## config.mk

```make
export PLATFORM = sky130hd
export DESIGN_NAME = speed_statistics_tracker_flat
export DESIGN_NICKNAME = d
export VERILOG_FILES = /design/src/rtl/sst_pkg.sv /design/src/rtl/sst_if.sv /design/src/rtl/speed_statistics_tracker.sv /design/src/rtl/sst_cfg_regs.sv /design/src/rtl/sst_serial_div.sv /design/src/flat_wrapper.sv
export SDC_FILE = /design/constraint.sdc
export NUM_CORES = 2
export LEC_CHECK = 0
export BUFFER_PORTS_ARGS = -buffer_cell sky130_fd_sc_hd__clkbuf_2
export CORE_MARGIN = 5
export CORE_UTILIZATION = 55
export DETAILED_ROUTE_END_ITERATION = 7
export GPL_ROUTABILITY_DRIVEN = 0
export PLACE_DENSITY = 0.76
export SYNTH_ARGS = -nofsm -noshare
export SYNTH_HDL_FRONTEND = slang
export SYNTH_HIERARCHICAL = 1
export SYNTH_SLANG_ARGS = --single-unit
```

## constraint.sdc

```tcl
create_clock -name clk -period 11.7 [get_ports clk]
set_clock_uncertainty 0.2 [all_clocks]
set_input_delay 2.34 -clock clk [delete_from_list [all_inputs] [get_ports clk]]
set_output_delay 2.34 -clock clk [all_outputs]
set_load 0.05 [all_outputs]
```

## src/rtl/sst_pkg.sv

```systemverilog
// Shared widths, register indexes, reset values and types of the speed statistics tracker.
package sst_pkg;

    // Field widths.
    localparam int TIME_W       = 32;
    localparam int SPEED_W      = 24;
    localparam int SPEED_MAG_W  = 23;
    localparam int ANG_W        = 32;
    localparam int ACCEL_W      = 32;
    localparam int PEAK_ACCEL_W = 31;
    localparam int INTERVAL_W   = 16;
    localparam int MOVE_LIMIT_W = 31;

    // Configuration port.
    localparam int CFG_ADDR_W = 8;
    localparam int CFG_DATA_W = 32;

    // Divider operands: a signed speed difference times 1000 needs 35 bits.
    localparam int DIV_NUM_W = 35;
    localparam int DIV_DEN_W = 32;

    // Speeds and accelerations share 16 fraction bits, so the scale is ms per second.
    localparam int MS_PER_S = 1000;

    // Register indexes.
    localparam logic [CFG_ADDR_W-1:0] REG_REPORT_INTERVAL = CFG_ADDR_W'(0);
    localparam logic [CFG_ADDR_W-1:0] REG_SPEED_EPSILON   = CFG_ADDR_W'(1);
    localparam logic [CFG_ADDR_W-1:0] REG_STANDSTILL      = CFG_ADDR_W'(2);
    localparam logic [CFG_ADDR_W-1:0] REG_MOVING_LIMIT    = CFG_ADDR_W'(3);

    // Configuration register set.
    typedef struct packed {
        logic [INTERVAL_W-1:0]   report_interval_ms;
        logic [SPEED_MAG_W-1:0]  speed_epsilon;
        logic [SPEED_MAG_W-1:0]  standstill_limit;
        logic [MOVE_LIMIT_W-1:0] moving_limit;
    } cfg_t;

    localparam cfg_t CFG_RESET = '{
        report_interval_ms: INTERVAL_W'(10),
        speed_epsilon:      SPEED_MAG_W'(655),
        standstill_limit:   SPEED_MAG_W'(66),
        moving_limit:       MOVE_LIMIT_W'(168)
    };

    // Sequencer states.
    typedef enum logic [2:0] {
        ST_IDLE,
        ST_PREP,
        ST_EVAL,
        ST_TOP,
        ST_RUN,
        ST_WAIT,
        ST_PEAK,
        ST_OUT
    } sst_state_t;

endpackage

```

## src/rtl/sst_if.sv

```systemverilog
// Handshake interfaces for the sample, report and configuration channels.
interface sst_sample_if;
    import sst_pkg::*;

    logic                      valid;
    logic                      ready;
    logic [TIME_W-1:0]         time_ms;
    logic signed [SPEED_W-1:0] speed_sample;
    logic signed [ANG_W-1:0]   angular_sample;

    modport source (output valid, time_ms, speed_sample, angular_sample, input ready);
    modport sink   (input valid, time_ms, speed_sample, angular_sample, output ready);
endinterface

interface sst_report_if;
    import sst_pkg::*;

    logic                      valid;
    logic                      ready;
    logic signed [SPEED_W-1:0] speed_out;
    logic signed [ACCEL_W-1:0] accel_out;
    logic [SPEED_MAG_W-1:0]    peak_speed;
    logic [TIME_W-1:0]         time_to_top_ms;
    logic signed [ACCEL_W-1:0] run_accel;
    logic [PEAK_ACCEL_W-1:0]   peak_accel;
    logic [TIME_W-1:0]         moving_time_ms;
    logic                      is_moving;

    modport source (output valid, speed_out, accel_out, peak_speed, time_to_top_ms,
                    run_accel, peak_accel, moving_time_ms, is_moving, input ready);
    modport sink   (input valid, speed_out, accel_out, peak_speed, time_to_top_ms,
                    run_accel, peak_accel, moving_time_ms, is_moving, output ready);
endinterface

interface sst_cfg_if;
    import sst_pkg::*;

    logic                  valid;
    logic                  ready;
    logic [CFG_ADDR_W-1:0] addr;
    logic [CFG_DATA_W-1:0] data;

    modport source (output valid, addr, data, input ready);
    modport sink   (input valid, addr, data, output ready);
endinterface

```

## src/rtl/speed_statistics_tracker.sv

```systemverilog
// Speed statistics tracker: interval-gated reports of speed, acceleration and run statistics.
// A sample with no report passes ST_PREP and ST_EVAL; the block then takes the next word.
// A reporting sample goes on through ST_TOP, ST_RUN, ST_WAIT, ST_PEAK and ST_OUT, where its
// report is loaded before the next word; ST_WAIT waits for the 34-step bit-serial dividers.
// A stalled report output holds the next report in its final state until the register frees.
// rst_n (asynchronous) clears all statistics to zero and loads the register defaults.
module speed_statistics_tracker (
    input  logic          clk,
    input  logic          rst_n,
    sst_cfg_if.sink       cfg,
    sst_sample_if.sink    samples,
    sst_report_if.source  reports
);
    import sst_pkg::*;

    localparam logic signed [DIV_NUM_W-1:0] MS_SCALE = DIV_NUM_W'(MS_PER_S);

    cfg_t cfg_regs;

    sst_state_t state_reg, state_next;

    // Sample under work and intermediate results.
    logic [TIME_W-1:0]           t_reg, t_next;
    logic signed [SPEED_W-1:0]   s_reg, s_next;
    logic signed [ANG_W-1:0]     a_reg, a_next;
    logic [TIME_W-1:0]           elapsed_reg, elapsed_next;
    logic [SPEED_W-1:0]          mag_reg, mag_next;
    logic [ANG_W-1:0]            amag_reg, amag_next;
    logic signed [SPEED_W:0]     delta_reg, delta_next;
    logic signed [DIV_NUM_W-1:0] run_num_reg, run_num_next;
    logic signed [DIV_NUM_W-1:0] accel_num_reg, accel_num_next;
    logic                        new_top_reg, new_top_next;
    logic                        moving_reg, moving_next;
    logic signed [SPEED_W:0]     top_diff_reg, top_diff_next;
    logic                        s_pos_reg, s_pos_next;
    logic                        run_pending_reg, run_pending_next;
    logic signed [ACCEL_W-1:0]   accel_reg, accel_next;
    logic [TIME_W-1:0]           moving_time_reg, moving_time_next;

    // Statistics kept between reports.
    logic [TIME_W-1:0]         last_report_time_reg, last_report_time_next;
    logic signed [SPEED_W-1:0] last_speed_reg, last_speed_next;
    logic [SPEED_MAG_W-1:0]    top_speed_reg, top_speed_next;
    logic [TIME_W-1:0]         standstill_time_reg, standstill_time_next;
    logic                      was_standstill_reg, was_standstill_next;
    logic                      was_top_reg, was_top_next;
    logic [TIME_W-1:0]         top_time_reg, top_time_next;
    logic signed [ACCEL_W-1:0] top_run_accel_reg, top_run_accel_next;
    logic [PEAK_ACCEL_W-1:0]   top_accel_reg, top_accel_next;
    logic                      was_rot_still_reg, was_rot_still_next;
    logic [TIME_W-1:0]         rot_still_time_reg, rot_still_time_next;

    // Report output register.
    logic                      out_valid_reg, out_valid_next;
    logic signed [SPEED_W-1:0] out_speed_reg, out_speed_next;
    logic signed [ACCEL_W-1:0] out_accel_reg, out_accel_next;
    logic [SPEED_MAG_W-1:0]    out_peak_speed_reg, out_peak_speed_next;
    logic [TIME_W-1:0]         out_top_time_reg, out_top_time_next;
    logic signed [ACCEL_W-1:0] out_run_accel_reg, out_run_accel_next;
    logic [PEAK_ACCEL_W-1:0]   out_peak_accel_reg, out_peak_accel_next;
    logic [TIME_W-1:0]         out_moving_time_reg, out_moving_time_next;
    logic                      out_moving_reg, out_moving_next;

    // Divider handshake.
    logic                      accel_start, run_start;
    logic                      accel_busy, run_busy;
    logic signed [ACCEL_W-1:0] accel_quot, run_quot;
    logic [TIME_W-1:0]         run_den;

    sst_cfg_regs u_cfg_regs (
        .clk   (clk),
        .rst_n (rst_n),
        .cfg   (cfg),
        .regs  (cfg_regs)
    );

    // Acceleration since the last report: 1000 * speed change / elapsed ms.
    sst_serial_div #(
        .NUM_W (DIV_NUM_W),
        .DEN_W (DIV_DEN_W),
        .OUT_W (ACCEL_W)
    ) u_accel_div (
        .clk   (clk),
        .rst_n (rst_n),
        .start (accel_start),
        .num   (accel_num_reg),
        .den   (elapsed_reg),
        .busy  (accel_busy),
        .quot  (accel_quot)
    );

    // Acceleration over the run from standstill to top speed.
    sst_serial_div #(
        .NUM_W (DIV_NUM_W),
        .DEN_W (DIV_DEN_W),
        .OUT_W (ACCEL_W)
    ) u_run_div (
        .clk   (clk),
        .rst_n (rst_n),
        .start (run_start),
        .num   (run_num_reg),
        .den   (run_den),
        .busy  (run_busy),
        .quot  (run_quot)
    );

    assign run_den = t_reg - standstill_time_reg;

    assign samples.ready          = (state_reg == ST_IDLE);
    assign reports.valid          = out_valid_reg;
    assign reports.speed_out      = out_speed_reg;
    assign reports.accel_out      = out_accel_reg;
    assign reports.peak_speed     = out_peak_speed_reg;
    assign reports.time_to_top_ms = out_top_time_reg;
    assign reports.run_accel      = out_run_accel_reg;
    assign reports.peak_accel     = out_peak_accel_reg;
    assign reports.moving_time_ms = out_moving_time_reg;
    assign reports.is_moving      = out_moving_reg;

    // Sequencer: steps through the sample's arithmetic, then runs the two divisions in parallel.
    always_comb
    begin : seq_logic
        logic                     report_due;
        logic [SPEED_W:0]         top_limit;
        logic                     new_top;
        logic signed [SPEED_W:0]  eps_pos;
        logic signed [SPEED_W:0]  eps_neg;
        logic                     at_top;
        logic                     run_fire;
        logic [ACCEL_W-1:0]       accel_limit;
        logic                     out_free;

        state_next       = state_reg;
        t_next           = t_reg;
        s_next           = s_reg;
        a_next           = a_reg;
        elapsed_next     = elapsed_reg;
        mag_next         = mag_reg;
        amag_next        = amag_reg;
        delta_next       = delta_reg;
        run_num_next     = run_num_reg;
        accel_num_next   = accel_num_reg;
        new_top_next     = new_top_reg;
        moving_next      = moving_reg;
        top_diff_next    = top_diff_reg;
        s_pos_next       = s_pos_reg;
        run_pending_next = run_pending_reg;
        accel_next       = accel_reg;
        moving_time_next = moving_time_reg;

        last_report_time_next = last_report_time_reg;
        last_speed_next       = last_speed_reg;
        top_speed_next        = top_speed_reg;
        standstill_time_next  = standstill_time_reg;
        was_standstill_next   = was_standstill_reg;
        was_top_next          = was_top_reg;
        top_time_next         = top_time_reg;
        top_run_accel_next    = top_run_accel_reg;
        top_accel_next        = top_accel_reg;
        was_rot_still_next    = was_rot_still_reg;
        rot_still_time_next   = rot_still_time_reg;

        out_speed_next       = out_speed_reg;
        out_accel_next       = out_accel_reg;
        out_peak_speed_next  = out_peak_speed_reg;
        out_top_time_next    = out_top_time_reg;
        out_run_accel_next   = out_run_accel_reg;
        out_peak_accel_next  = out_peak_accel_reg;
        out_moving_time_next = out_moving_time_reg;
        out_moving_next      = out_moving_reg;

        accel_start = 1'b0;
        run_start   = 1'b0;

        report_due  = (elapsed_reg > TIME_W'(cfg_regs.report_interval_ms));
        top_limit   = {2'b00, top_speed_reg} + {2'b00, cfg_regs.speed_epsilon};
        new_top     = ({1'b0, mag_reg} > top_limit);
        eps_pos     = $signed({2'b00, cfg_regs.speed_epsilon});
        eps_neg     = -eps_pos;
        at_top      = (top_diff_reg < eps_pos) && (top_diff_reg > eps_neg) && s_pos_reg;
        run_fire    = new_top_reg || (at_top && !was_top_reg && was_standstill_reg);
        accel_limit = {1'b0, top_accel_reg} + ACCEL_W'(cfg_regs.speed_epsilon);

        // The output register frees when it is empty or its word leaves now.
        out_free       = !out_valid_reg || reports.ready;
        out_valid_next = out_valid_reg && !reports.ready;

        unique case (state_reg)
            ST_IDLE:
            begin
                if (samples.valid)
                begin
                    t_next     = samples.time_ms;
                    s_next     = samples.speed_sample;
                    a_next     = samples.angular_sample;
                    state_next = ST_PREP;
                end
            end

            // Elapsed time, magnitudes, speed change and the run numerator.
            ST_PREP:
            begin
                elapsed_next = t_reg - last_report_time_reg;
                mag_next     = s_reg[SPEED_W-1] ? (~s_reg + 1'b1) : s_reg;
                amag_next    = a_reg[ANG_W-1] ? (~a_reg + 1'b1) : a_reg;
                delta_next   = {s_reg[SPEED_W-1], s_reg}
                             - {last_speed_reg[SPEED_W-1], last_speed_reg};
                run_num_next = DIV_NUM_W'(s_reg) * MS_SCALE;
                state_next   = ST_EVAL;
            end

            // Interval gate, top speed, standstill and rotation tests.
            ST_EVAL:
            begin
                if (!report_due)
                begin
                    state_next = ST_IDLE;
                end
                else
                begin
                    new_top_next = new_top;
                    if (new_top)
                    begin
                        top_speed_next = mag_reg[SPEED_W-1] ? {SPEED_MAG_W{1'b1}}
                                                            : mag_reg[SPEED_MAG_W-1:0];
                    end
                    if (mag_reg < {1'b0, cfg_regs.standstill_limit})
                    begin
                        standstill_time_next = t_reg;
                        was_standstill_next  = 1'b1;
                    end
                    moving_next    = (amag_reg > {1'b0, cfg_regs.moving_limit});
                    accel_num_next = DIV_NUM_W'(delta_reg) * MS_SCALE;
                    state_next     = ST_TOP;
                end
            end

            // Distance from the updated top speed; launch the acceleration division.
            ST_TOP:
            begin
                top_diff_next = {s_reg[SPEED_W-1], s_reg} - {2'b00, top_speed_reg};
                s_pos_next    = $signed({s_reg[SPEED_W-1], s_reg}) > eps_pos;
                accel_start   = 1'b1;
                state_next    = ST_RUN;
            end

            // New or reached top speed: record the run and launch its division; track the moving time.
            ST_RUN:
            begin
                was_top_next     = at_top;
                run_pending_next = run_fire;
                if (run_fire)
                begin
                    top_time_next       = run_den;
                    run_start           = 1'b1;
                    was_standstill_next = 1'b0;
                end
                if (moving_reg)
                begin
                    if (was_rot_still_reg)
                    begin
                        rot_still_time_next = t_reg;
                        was_rot_still_next  = 1'b0;
                        moving_time_next    = '0;
                    end
                    else
                    begin
                        moving_time_next = t_reg - rot_still_time_reg;
                    end
                end
                else
                begin
                    was_rot_still_next = 1'b1;
                    moving_time_next   = '0;
                end
                state_next = ST_WAIT;
            end

            ST_WAIT:
            begin
                if (!accel_busy && !run_busy)
                begin
                    accel_next = accel_quot;
                    if (run_pending_reg)
                    begin
                        top_run_accel_next = run_quot;
                    end
                    state_next = ST_PEAK;
                end
            end

            // Peak positive acceleration with tolerance.
            ST_PEAK:
            begin
                if (!accel_reg[ACCEL_W-1] && accel_reg != '0
                    && {1'b0, accel_reg[PEAK_ACCEL_W-1:0]} > accel_limit)
                begin
                    top_accel_next = accel_reg[PEAK_ACCEL_W-1:0];
                end
                state_next = ST_OUT;
            end

            // Load the report word once the output register is free.
            ST_OUT:
            begin
                if (out_free)
                begin
                    out_valid_next        = 1'b1;
                    out_speed_next        = s_reg;
                    out_accel_next        = accel_reg;
                    out_peak_speed_next   = top_speed_reg;
                    out_top_time_next     = top_time_reg;
                    out_run_accel_next    = top_run_accel_reg;
                    out_peak_accel_next   = top_accel_reg;
                    out_moving_time_next  = moving_time_reg;
                    out_moving_next       = moving_reg;
                    last_speed_next       = s_reg;
                    last_report_time_next = t_reg;
                    state_next            = ST_IDLE;
                end
            end

            default:
            begin
                state_next = ST_IDLE;
            end
        endcase
    end

    // State register.
    always_ff @(posedge clk or negedge rst_n)
    begin
        if (!rst_n)
        begin
            state_reg <= ST_IDLE;
        end
        else
        begin
            state_reg <= state_next;
        end
    end

    // Statistics and output valid.
    always_ff @(posedge clk or negedge rst_n)
    begin
        if (!rst_n)
        begin
            last_report_time_reg <= '0;
            last_speed_reg       <= '0;
            top_speed_reg        <= '0;
            standstill_time_reg  <= '0;
            was_standstill_reg   <= 1'b0;
            was_top_reg          <= 1'b0;
            top_time_reg         <= '0;
            top_run_accel_reg    <= '0;
            top_accel_reg        <= '0;
            was_rot_still_reg    <= 1'b0;
            rot_still_time_reg   <= '0;
            run_pending_reg      <= 1'b0;
            out_valid_reg        <= 1'b0;
        end
        else
        begin
            last_report_time_reg <= last_report_time_next;
            last_speed_reg       <= last_speed_next;
            top_speed_reg        <= top_speed_next;
            standstill_time_reg  <= standstill_time_next;
            was_standstill_reg   <= was_standstill_next;
            was_top_reg          <= was_top_next;
            top_time_reg         <= top_time_next;
            top_run_accel_reg    <= top_run_accel_next;
            top_accel_reg        <= top_accel_next;
            was_rot_still_reg    <= was_rot_still_next;
            rot_still_time_reg   <= rot_still_time_next;
            run_pending_reg      <= run_pending_next;
            out_valid_reg        <= out_valid_next;
        end
    end

    // Working registers and report payload.
    always_ff @(posedge clk)
    begin
        t_reg               <= t_next;
        s_reg               <= s_next;
        a_reg               <= a_next;
        elapsed_reg         <= elapsed_next;
        mag_reg             <= mag_next;
        amag_reg            <= amag_next;
        delta_reg           <= delta_next;
        run_num_reg         <= run_num_next;
        accel_num_reg       <= accel_num_next;
        new_top_reg         <= new_top_next;
        moving_reg          <= moving_next;
        top_diff_reg        <= top_diff_next;
        s_pos_reg           <= s_pos_next;
        accel_reg           <= accel_next;
        moving_time_reg     <= moving_time_next;
        out_speed_reg       <= out_speed_next;
        out_accel_reg       <= out_accel_next;
        out_peak_speed_reg  <= out_peak_speed_next;
        out_top_time_reg    <= out_top_time_next;
        out_run_accel_reg   <= out_run_accel_next;
        out_peak_accel_reg  <= out_peak_accel_next;
        out_moving_time_reg <= out_moving_time_next;
        out_moving_reg      <= out_moving_next;
    end

    // Both quotients are final before the peak test reads them.
    assert property (@(posedge clk) disable iff (!rst_n)
        state_reg == ST_PEAK |-> !accel_busy && !run_busy)
        else $error("peak test reached with a division still running");

    // The recorded top speed never falls.
    assert property (@(posedge clk) disable iff (!rst_n)
        top_speed_reg >= $past(top_speed_reg))
        else $error("top speed decreased");

    // A report that is not moving carries no moving time.
    assert property (@(posedge clk) disable iff (!rst_n)
        reports.valid && !reports.is_moving |-> reports.moving_time_ms == '0)
        else $error("moving time without motion");

endmodule

```

## src/rtl/sst_cfg_regs.sv

```systemverilog
// Configuration register file of the speed statistics tracker.
module sst_cfg_regs (
    input  logic        clk,
    input  logic        rst_n,
    sst_cfg_if.sink     cfg,
    output sst_pkg::cfg_t regs
);
    import sst_pkg::*;

    cfg_t regs_reg;
    cfg_t regs_next;

    // The port never stalls a write.
    assign cfg.ready = 1'b1;
    assign regs      = regs_reg;

    // Decode the write word; unknown indexes are dropped.
    always_comb
    begin
        regs_next = regs_reg;
        if (cfg.valid && cfg.ready)
        begin
            unique case (cfg.addr)
                REG_REPORT_INTERVAL: regs_next.report_interval_ms = cfg.data[INTERVAL_W-1:0];
                REG_SPEED_EPSILON:   regs_next.speed_epsilon      = cfg.data[SPEED_MAG_W-1:0];
                REG_STANDSTILL:      regs_next.standstill_limit   = cfg.data[SPEED_MAG_W-1:0];
                REG_MOVING_LIMIT:    regs_next.moving_limit       = cfg.data[MOVE_LIMIT_W-1:0];
                default:             regs_next = regs_reg;
            endcase
        end
    end

    always_ff @(posedge clk or negedge rst_n)
    begin
        if (!rst_n)
        begin
            regs_reg <= CFG_RESET;
        end
        else
        begin
            regs_reg <= regs_next;
        end
    end

endmodule

```

## src/rtl/sst_serial_div.sv

```systemverilog
// Bit-serial signed-by-unsigned divider with truncation toward zero and saturation.
module sst_serial_div #(
    parameter int NUM_W = sst_pkg::DIV_NUM_W,
    parameter int DEN_W = sst_pkg::DIV_DEN_W,
    parameter int OUT_W = sst_pkg::ACCEL_W
) (
    input  logic                    clk,
    input  logic                    rst_n,
    input  logic                    start,
    input  logic signed [NUM_W-1:0] num,
    input  logic [DEN_W-1:0]        den,
    output logic                    busy,
    output logic signed [OUT_W-1:0] quot
);
    localparam int MAG_W = NUM_W - 1;
    localparam int CNT_W = $clog2(MAG_W + 1);

    localparam logic [MAG_W-1:0] POS_LIMIT =
        {{(MAG_W - OUT_W + 1){1'b0}}, {(OUT_W - 1){1'b1}}};
    localparam logic [MAG_W-1:0] NEG_LIMIT =
        {{(MAG_W - OUT_W){1'b0}}, 1'b1, {(OUT_W - 1){1'b0}}};
    localparam logic [OUT_W-1:0] OUT_MAX = {1'b0, {(OUT_W - 1){1'b1}}};
    localparam logic [OUT_W-1:0] OUT_MIN = {1'b1, {(OUT_W - 1){1'b0}}};

    logic             active_reg, active_next;
    logic [CNT_W-1:0] cnt_reg, cnt_next;
    logic [DEN_W-1:0] rem_reg, rem_next;
    logic [MAG_W-1:0] shift_reg, shift_next;
    logic [DEN_W-1:0] den_reg, den_next;
    logic             neg_reg, neg_next;
    logic             zero_reg, zero_next;

    assign busy = active_reg;

    // One quotient bit per cycle: the numerator shifts out at the top while
    // quotient bits shift in at the bottom.
    always_comb
    begin : step_logic
        logic [DEN_W:0]   trial;
        logic [DEN_W:0]   diff;
        logic             ge;
        logic [NUM_W-1:0] num_abs;

        active_next = active_reg;
        cnt_next    = cnt_reg;
        rem_next    = rem_reg;
        shift_next  = shift_reg;
        den_next    = den_reg;
        neg_next    = neg_reg;
        zero_next   = zero_reg;

        trial   = {rem_reg, shift_reg[MAG_W-1]};
        diff    = trial - {1'b0, den_reg};
        ge      = (trial >= {1'b0, den_reg});
        num_abs = num[NUM_W-1] ? (~num + 1'b1) : num;

        if (start)
        begin
            active_next = 1'b1;
            cnt_next    = CNT_W'(MAG_W);
            rem_next    = '0;
            shift_next  = num_abs[MAG_W-1:0];
            den_next    = den;
            neg_next    = num[NUM_W-1];
            zero_next   = (num == '0);
        end
        else if (active_reg)
        begin
            rem_next   = ge ? diff[DEN_W-1:0] : trial[DEN_W-1:0];
            shift_next = {shift_reg[MAG_W-2:0], ge};
            cnt_next   = cnt_reg - 1'b1;
            if (cnt_reg == CNT_W'(1))
            begin
                active_next = 1'b0;
            end
        end
    end

    // Apply the sign and clamp to the output range. A zero divisor gives an
    // all-ones magnitude, which clamps by sign; a zero numerator gives zero.
    always_comb
    begin
        if (zero_reg)
        begin
            quot = '0;
        end
        else if (neg_reg)
        begin
            quot = (shift_reg > NEG_LIMIT) ? OUT_MIN : (~shift_reg[OUT_W-1:0] + 1'b1);
        end
        else
        begin
            quot = (shift_reg > POS_LIMIT) ? OUT_MAX : shift_reg[OUT_W-1:0];
        end
    end

    always_ff @(posedge clk or negedge rst_n)
    begin
        if (!rst_n)
        begin
            active_reg <= 1'b0;
            cnt_reg    <= '0;
        end
        else
        begin
            active_reg <= active_next;
            cnt_reg    <= cnt_next;
        end
    end

    always_ff @(posedge clk)
    begin
        rem_reg   <= rem_next;
        shift_reg <= shift_next;
        den_reg   <= den_next;
        neg_reg   <= neg_next;
        zero_reg  <= zero_next;
    end

    // A new division never starts on top of a running one.
    assert property (@(posedge clk) disable iff (!rst_n) start |-> !active_reg)
        else $error("divider restarted while busy");

    // The step counter runs out exactly when the unit goes idle.
    assert property (@(posedge clk) disable iff (!rst_n) active_reg |-> cnt_reg != '0)
        else $error("divider active with spent counter");

    // The partial remainder stays below a nonzero divisor.
    assert property (@(posedge clk) disable iff (!rst_n)
        active_reg && den_reg != '0 |-> rem_reg < den_reg)
        else $error("divider remainder out of range");

endmodule

```

## src/flat_wrapper.sv

```systemverilog
// flat-port wrapper written by rule: the top's interface ports become plain ports
module speed_statistics_tracker_flat import sst_pkg::*;
  (clk, rst_n, cfg_valid, cfg_addr, cfg_data, cfg_ready, samples_valid, samples_time_ms, samples_speed_sample, samples_angular_sample, samples_ready, reports_valid, reports_speed_out, reports_accel_out, reports_peak_speed, reports_time_to_top_ms, reports_run_accel, reports_peak_accel, reports_moving_time_ms, reports_is_moving, reports_ready);
  sst_cfg_if cfg_i ();
  sst_sample_if samples_i ();
  sst_report_if reports_i ();
  input  logic clk;
  input  logic rst_n;
  input wire logic [$bits(cfg_i.valid)-1:0] cfg_valid;
  input wire logic [$bits(cfg_i.addr)-1:0] cfg_addr;
  input wire logic [$bits(cfg_i.data)-1:0] cfg_data;
  output wire logic [$bits(cfg_i.ready)-1:0] cfg_ready;
  input wire logic [$bits(samples_i.valid)-1:0] samples_valid;
  input wire logic [$bits(samples_i.time_ms)-1:0] samples_time_ms;
  input wire logic [$bits(samples_i.speed_sample)-1:0] samples_speed_sample;
  input wire logic [$bits(samples_i.angular_sample)-1:0] samples_angular_sample;
  output wire logic [$bits(samples_i.ready)-1:0] samples_ready;
  output wire logic [$bits(reports_i.valid)-1:0] reports_valid;
  output wire logic [$bits(reports_i.speed_out)-1:0] reports_speed_out;
  output wire logic [$bits(reports_i.accel_out)-1:0] reports_accel_out;
  output wire logic [$bits(reports_i.peak_speed)-1:0] reports_peak_speed;
  output wire logic [$bits(reports_i.time_to_top_ms)-1:0] reports_time_to_top_ms;
  output wire logic [$bits(reports_i.run_accel)-1:0] reports_run_accel;
  output wire logic [$bits(reports_i.peak_accel)-1:0] reports_peak_accel;
  output wire logic [$bits(reports_i.moving_time_ms)-1:0] reports_moving_time_ms;
  output wire logic [$bits(reports_i.is_moving)-1:0] reports_is_moving;
  input wire logic [$bits(reports_i.ready)-1:0] reports_ready;
  assign cfg_i.valid = cfg_valid;
  assign cfg_i.addr = cfg_addr;
  assign cfg_i.data = cfg_data;
  assign cfg_ready = cfg_i.ready;
  assign samples_i.valid = samples_valid;
  assign samples_i.time_ms = samples_time_ms;
  assign samples_i.speed_sample = samples_speed_sample;
  assign samples_i.angular_sample = samples_angular_sample;
  assign samples_ready = samples_i.ready;
  assign reports_valid = reports_i.valid;
  assign reports_speed_out = reports_i.speed_out;
  assign reports_accel_out = reports_i.accel_out;
  assign reports_peak_speed = reports_i.peak_speed;
  assign reports_time_to_top_ms = reports_i.time_to_top_ms;
  assign reports_run_accel = reports_i.run_accel;
  assign reports_peak_accel = reports_i.peak_accel;
  assign reports_moving_time_ms = reports_i.moving_time_ms;
  assign reports_is_moving = reports_i.is_moving;
  assign reports_i.ready = reports_ready;
  speed_statistics_tracker u_core (.clk(clk), .rst_n(rst_n), .cfg(cfg_i), .samples(samples_i), .reports(reports_i));
endmodule
```

# Yosys cells after proc, flatten, opt, wreduce, memory -nomap -nowiden
# Cells that the tools add are included.
# classes
n_addsub	18
multipliers	2
n_lt_le_gt_ge	14
eq_ne	18
muxes	43
bitwise_logic	7
n_reduce_logical	41
# ops
cell	count
32-bit 2-to-1 mux	9
34-bit 2-to-1 mux	6
32-bit subtractor	5
32-bit by 1-bit adder with 32-bit output, second input constant	3
32-bit inverter	3
35-bit logical NOT	2
34-bit by 1-bit adder with 34-bit output, second input constant	2
34-bit by 31-bit greater-than comparator with 1-bit output, second input constant	2
34-bit by 32-bit greater-than comparator with 1-bit output, second input constant	2
34-bit inverter	2
33-bit by 32-bit >= comparator with 1-bit output	2
24-bit by 24-bit subtractor with 25-bit output	2
23-bit 2-to-1 mux	2
31-bit by 23-bit adder with 32-bit output	1
31-bit by 32-bit greater-than comparator with 1-bit output	1
32-bit by 16-bit greater-than comparator with 1-bit output	1
32-bit by 31-bit greater-than comparator with 1-bit output	1
24-bit by 8-bit multiplier with 32-bit output, second input constant	1
25-bit by 8-bit multiplier with 32-bit output, second input constant	1
32-bit nonzero test	1
31-bit 2-to-1 mux	1
24-bit by 25-bit greater-than comparator with 1-bit output	1
25-bit greater-than comparator	1
25-bit by 24-bit < comparator with 1-bit output	1
other kinds (32)	90
# totals
ff_bits	1117
inputBits	133
output_inout_bits	210
wordCells	200

# Depth between registers and ports, before layout
# depth
depth_word	10
ltp_mapped	24
depth_no_buf	22

# Hierarchy
# Netlist, hierarchy kept.
# modules_own_cells
module	instances	cells_each	area_per_inst_um2	seq_area_each_um2
speed_statistics_tracker	1	4452	50449.6	23062.1
sst_serial_div (u_core.u_run_div)	1	876	7561.0	2857.7
sst_serial_div (u_core.u_accel_div)	1	919	7528.5	2857.7
sst_cfg_regs	1	203	3517.1	2343.5

# Worst setup path before layout
# Ideal clock, no wire load.
# synth_path
path_kind	reg2reg
from	register u_core.state_reg[2]
to	register u_core.amag_reg[0], enable pin
setup_ns	0.854
arrival_ns	11.026
required_time_ns	10.646
path_slack_ns	-0.380
path_stages_with_launch	3
path_buffers	1
synth_period_minus_slack_ns	12.080
cell_sequence	dfrtp_1 > clkbuf_1 > nor3b_1
# synth_via
elab_chain_len	1
# synth_rtl
element	line_no	rtl
from (decl)	speed_statistics_tracker.sv:20	sst_state_t state_reg, state_next;
from (signal assigned)	speed_statistics_tracker.sv:339	state_reg <= state_next;
3-bit by 1-bit == test with 1-bit output	speed_statistics_tracker.sv:188	unique case (state_reg)
to (signal assigned)	speed_statistics_tracker.sv:388	amag_reg <= amag_next;
to (decl)	speed_statistics_tracker.sv:28	logic [ANG_W-1:0] amag_reg, amag_next;
# No other way between the ends.
# A chain may end at the register's enable or synchronous reset.

# Worst setup path after layout
# layout_path
from	register u_core.u_cfg_regs.regs_reg, in the netlist u_core/u_cfg_regs/regs[55]
to	register u_core.u_run_div.shift_reg[9], enable pin
# layout_via
elab_chain_len	10
word_cells_on_any_way	11
classes_between	add/sub: 1; order compare: 2; mux: 2; reduce/logical: 6
# layout_rtl
element	line_no	rtl
from (decl)	sst_cfg_regs.sv:10	cfg_t regs_reg;
from (signal assigned)	sst_cfg_regs.sv:41	regs_reg <= regs_next;
23-bit negator with 25-bit output	speed_statistics_tracker.sv:179	eps_neg = -eps_pos;
25-bit greater-than comparator	speed_statistics_tracker.sv:180	at_top = (top_diff_reg < eps_pos) && (top_diff_reg > eps_neg) && s_pos_reg;
1-bit logical AND (*) (2 in series)	speed_statistics_tracker.sv:180	
1-bit logical AND (*) (2 in series)	speed_statistics_tracker.sv:181	run_fire = new_top_reg || (at_top && !was_top_reg && was_standstill_reg);
1-bit logical OR (*)	speed_statistics_tracker.sv:181	
1-bit 2-to-1 mux (*)	speed_statistics_tracker.sv:252	if (run_fire)
1-bit 2-to-1 mux (*)	speed_statistics_tracker.sv:188	
2-bit nonzero test (no source line) (*)	n/a	
to (signal assigned)	sst_serial_div.sv:114	shift_reg <= shift_next;
to (decl)	sst_serial_div.sv:28	logic [MAG_W-1:0] shift_reg, shift_next;
# Mark *: on every way between the ends. The rest lies on a longest branch, timed or not.

==> run metrics <==
synth cell count leaders 720 x inv_1, 699 x edfxtp_1, 649 x ha_1; WP data arrival ~6.5 ns; Max Cap Viol 0; Synth Instances around 6.5k; Core Region 125,000 um^2; Yosys warning total 6; Reg2Reg Setup Slack 5.37 ns; worst path bufs/invs 4; top cell type's share of synthesized area 0.304; RR Endpoint u_core/u_run_div/shift_reg[9]; max reg flops slightly above 90; Initial Util 0.551; global-route usage over all layers 0.252; worst setup margin between 5 and 6 ns; Pre-antenna DRT Iters 6; Worst-Margin Slew between 1 and 1.5 ns; TNS Setup 0 ns; clock latency on the worst-skew pair 0.76 ns; Synth area leaders edfxtp_1 30%, dfrtp_1 12%, ha_1 12%; Hold Startpoint u_core/moving_time_reg[16]; first-pass GRT wire length around 270,000 um; RSZ-0062 raised after global routing false; Hold Path Class flip-flop to flip-flop; Reg-to-Reg Start u_core/u_cfg_regs/regs[55]; crit path cell chain inv_1 -> ha_1 -> nand2_1 -> or3_1 -> nand2b_1 -> nor3_1 -> xnor2_1 -> ha_1 -> nand4_1 -> nor4_1 -> nand2_1 -> o221ai_1 -> o211ai_1 -> o41ai_2 -> buf_12 -> nor2_1 -> inv_1 -> buf_4; Crit. End Element flip-flop; 1st-iter DRT viols between 3k and 4k; hold buffer count at CTS 0; Worst Path Required ~12 ns; Routed WL 170,000 um; Die W about 360 um; setup bufs post-CTS 0; Final setup viols 0; Final Hold Viols 0; Vias ~50k; Slew Limit Fails 0; register area share after synthesis 0.451; post-synthesis cell type count around 110; Hold EP u_core/reports.moving_time_ms[16]; CTS Root Cell clkbuf_16; Worst path slowest cell buf_12; Longest Clk Path Bufs 3; Final Critical Period about 6.3 ns; CP peak stage delay 0.54 ns; H-tree Lvls 3; area delta synth->final 11.5%; ys flop type edfxtp_1; Slew HR 0.149; I/O pin total about 340; Max FO, Critical Path between 150 and 200; fin nets approximately 8k; EDFF count, synth about 700; Syn Std Cell Area approximately 69,000 um^2; total CTS buffers about 120; Max Fclk 0.158 GHz; outcome completed; final period utilization 0.541; Avg WL per Cell between 15 and 20 um; Non-Filler Instances ~8.6k; CP startpoint kind flip-flop; num rows 130; hold path depth 0; placed insts between 8k and 9k; clock slew at reported path FFs 0.06 ns; WS Path Type flip-flop to flip-flop; Reg2Reg Depth 18; post-CTS sizing 0; share of cells above drive strength 1 0.130; Routed Antenna Nets 0; Overflow after GRT 0; Vias/cell 5.80; #FFs+latches synth around 1.1k; vias in the first global route slightly below 50k; mean post-synth cell area between 10 and 15 um^2; cell family with most CP delay simple AND/OR/NAND/NOR gates; Chip Height 364 um; most numerous cell in the Yosys netlist inv_1; Port Buffers 340; CTS tree yes; largest net degree at the start of global routing 178; post-route DRC violation count 0; dpl hpwl about 130,000 um; clock sink count roughly 1.1k; Post-synth ARST share 0.316; dpl ws roughly 5.5 ns; cell taking the most area after synthesis edfxtp_1; Die Area 133,000 um^2; initial antenna violation count 13
## kinds of logic after synthesis
| group | synth area share |
|---|---|
| flip-flops | 0.451 |
| adder cells (fa/ha/maj) | 0.174 |
| other | 0.000109 |
| AO/OA/AOI/OAI | 0.130 |
| XOR/XNOR | 0.0524 |
| multiplexers | 0.0373 |
| buffers and inverters | 0.0486 |
| AND/OR/NAND/NOR | 0.107 |
## layer usage
layer,up-vias,global-route usage,wire length [um],part of all wire
li1,23600,-,-,-
met1,24000,0.354,73600,0.43
met2,1772,0.402,77000,0.45
met3,318,0.0450,13300,0.079
met4,2,0.0819,5450,0.032
met5,-,0,146,0.00086
## worst reg2reg max path: stages, from the launching register on
cell      delay (ns)
dfstp_2         0.41
inv_1           0.27
ha_1            0.30
nand2_1         0.17
or3_1           0.46
nand2b_1        0.29
nor3_1          0.32
xnor2_1         0.13
ha_1            0.33
nand4_1         0.13
nor4_1          0.41
nand2_1         0.13
o221ai_1        0.17
o211ai_1        0.22
o41ai_2         0.37
buf_12          0.54
nor2_1          0.56
inv_1           0.12
buf_4           0.40
## worst max path at each step
stage / cells past startpoint / endpoint / startpoint / slack (ns)
final: 18 / u_core/u_run_div/shift_reg[9] / u_core/u_cfg_regs/regs[55] / 5.37
after CTS: 22 / u_core/top_accel_reg[6] / u_core/u_cfg_regs/regs[55] / 5.44
after detailed placement: 22 / u_core/top_accel_reg[6] / u_core/u_cfg_regs/regs[55] / 5.47
after floorplan: 5 / u_core/last_report_time_reg[13] / reports_ready / 2.26
after global routing: 22 / u_core/top_accel_reg[6] / u_core/u_cfg_regs/regs[54] / 5.11
after global placement: 22 / u_core/top_accel_reg[3] / u_core/u_cfg_regs/regs[55] / 5.53
## area by class of cell
class	count	area [um^2]
fill	10000	48300
multi-input combinational	4467	34700
sequential	1116	31100
clock buffer	154	3360
inverter	721	2710
timing repair buffer	394	2150
tap	1650	2060
clock inverter	70	848
antenna	5	12.5
## layout by cell type (no fill, tap or decap), types with 41 or more instances in the layout
master | synthesis | final
a211oi_1 | 56 | 56
a21o_1 | 149 | 149
a21oi_1 | 447 | 447
a311oi_1 | 66 | 66
buf_4 | 4 | 51
clkbuf_16 | 0 | 124
clkbuf_2 | 0 | 339
dfrtp_1 | 340 | 340
dfxtp_1 | 64 | 64
edfxtp_1 | 699 | 699
fa_1 | 195 | 195
ha_1 | 649 | 649
inv_1 | 720 | 720
mux2_2 | 201 | 201
nand2_1 | 457 | 457
nand2b_1 | 66 | 66
nand3_1 | 92 | 92
nand4_1 | 60 | 60
nor2_1 | 457 | 455
nor2b_1 | 70 | 70
nor3_1 | 84 | 84
o21a_1 | 58 | 58
o21ai_0 | 318 | 317
o31ai_1 | 41 | 41
or3_1 | 60 | 60
xnor2_1 | 257 | 257
xor2_1 | 156 | 156
## through the flow
step / util / cell area (um^2) / hold WS [ns]
3_3_place_gp: 0.581 / 72800 / 0.207
5_1_grt: 0.615 / 77000 / 0.221
6_report: 0.615 / 77000 / 0.216
2_1_floorplan: - / 69100 / 0.200
4_1_cts: 0.614 / 77000 / 0.218
3_5_place_dp: 0.581 / 72800 / 0.205
Power is not shown: default switching activity piles up to over one toggle a cycle in this logic, so the estimate is an artifact.
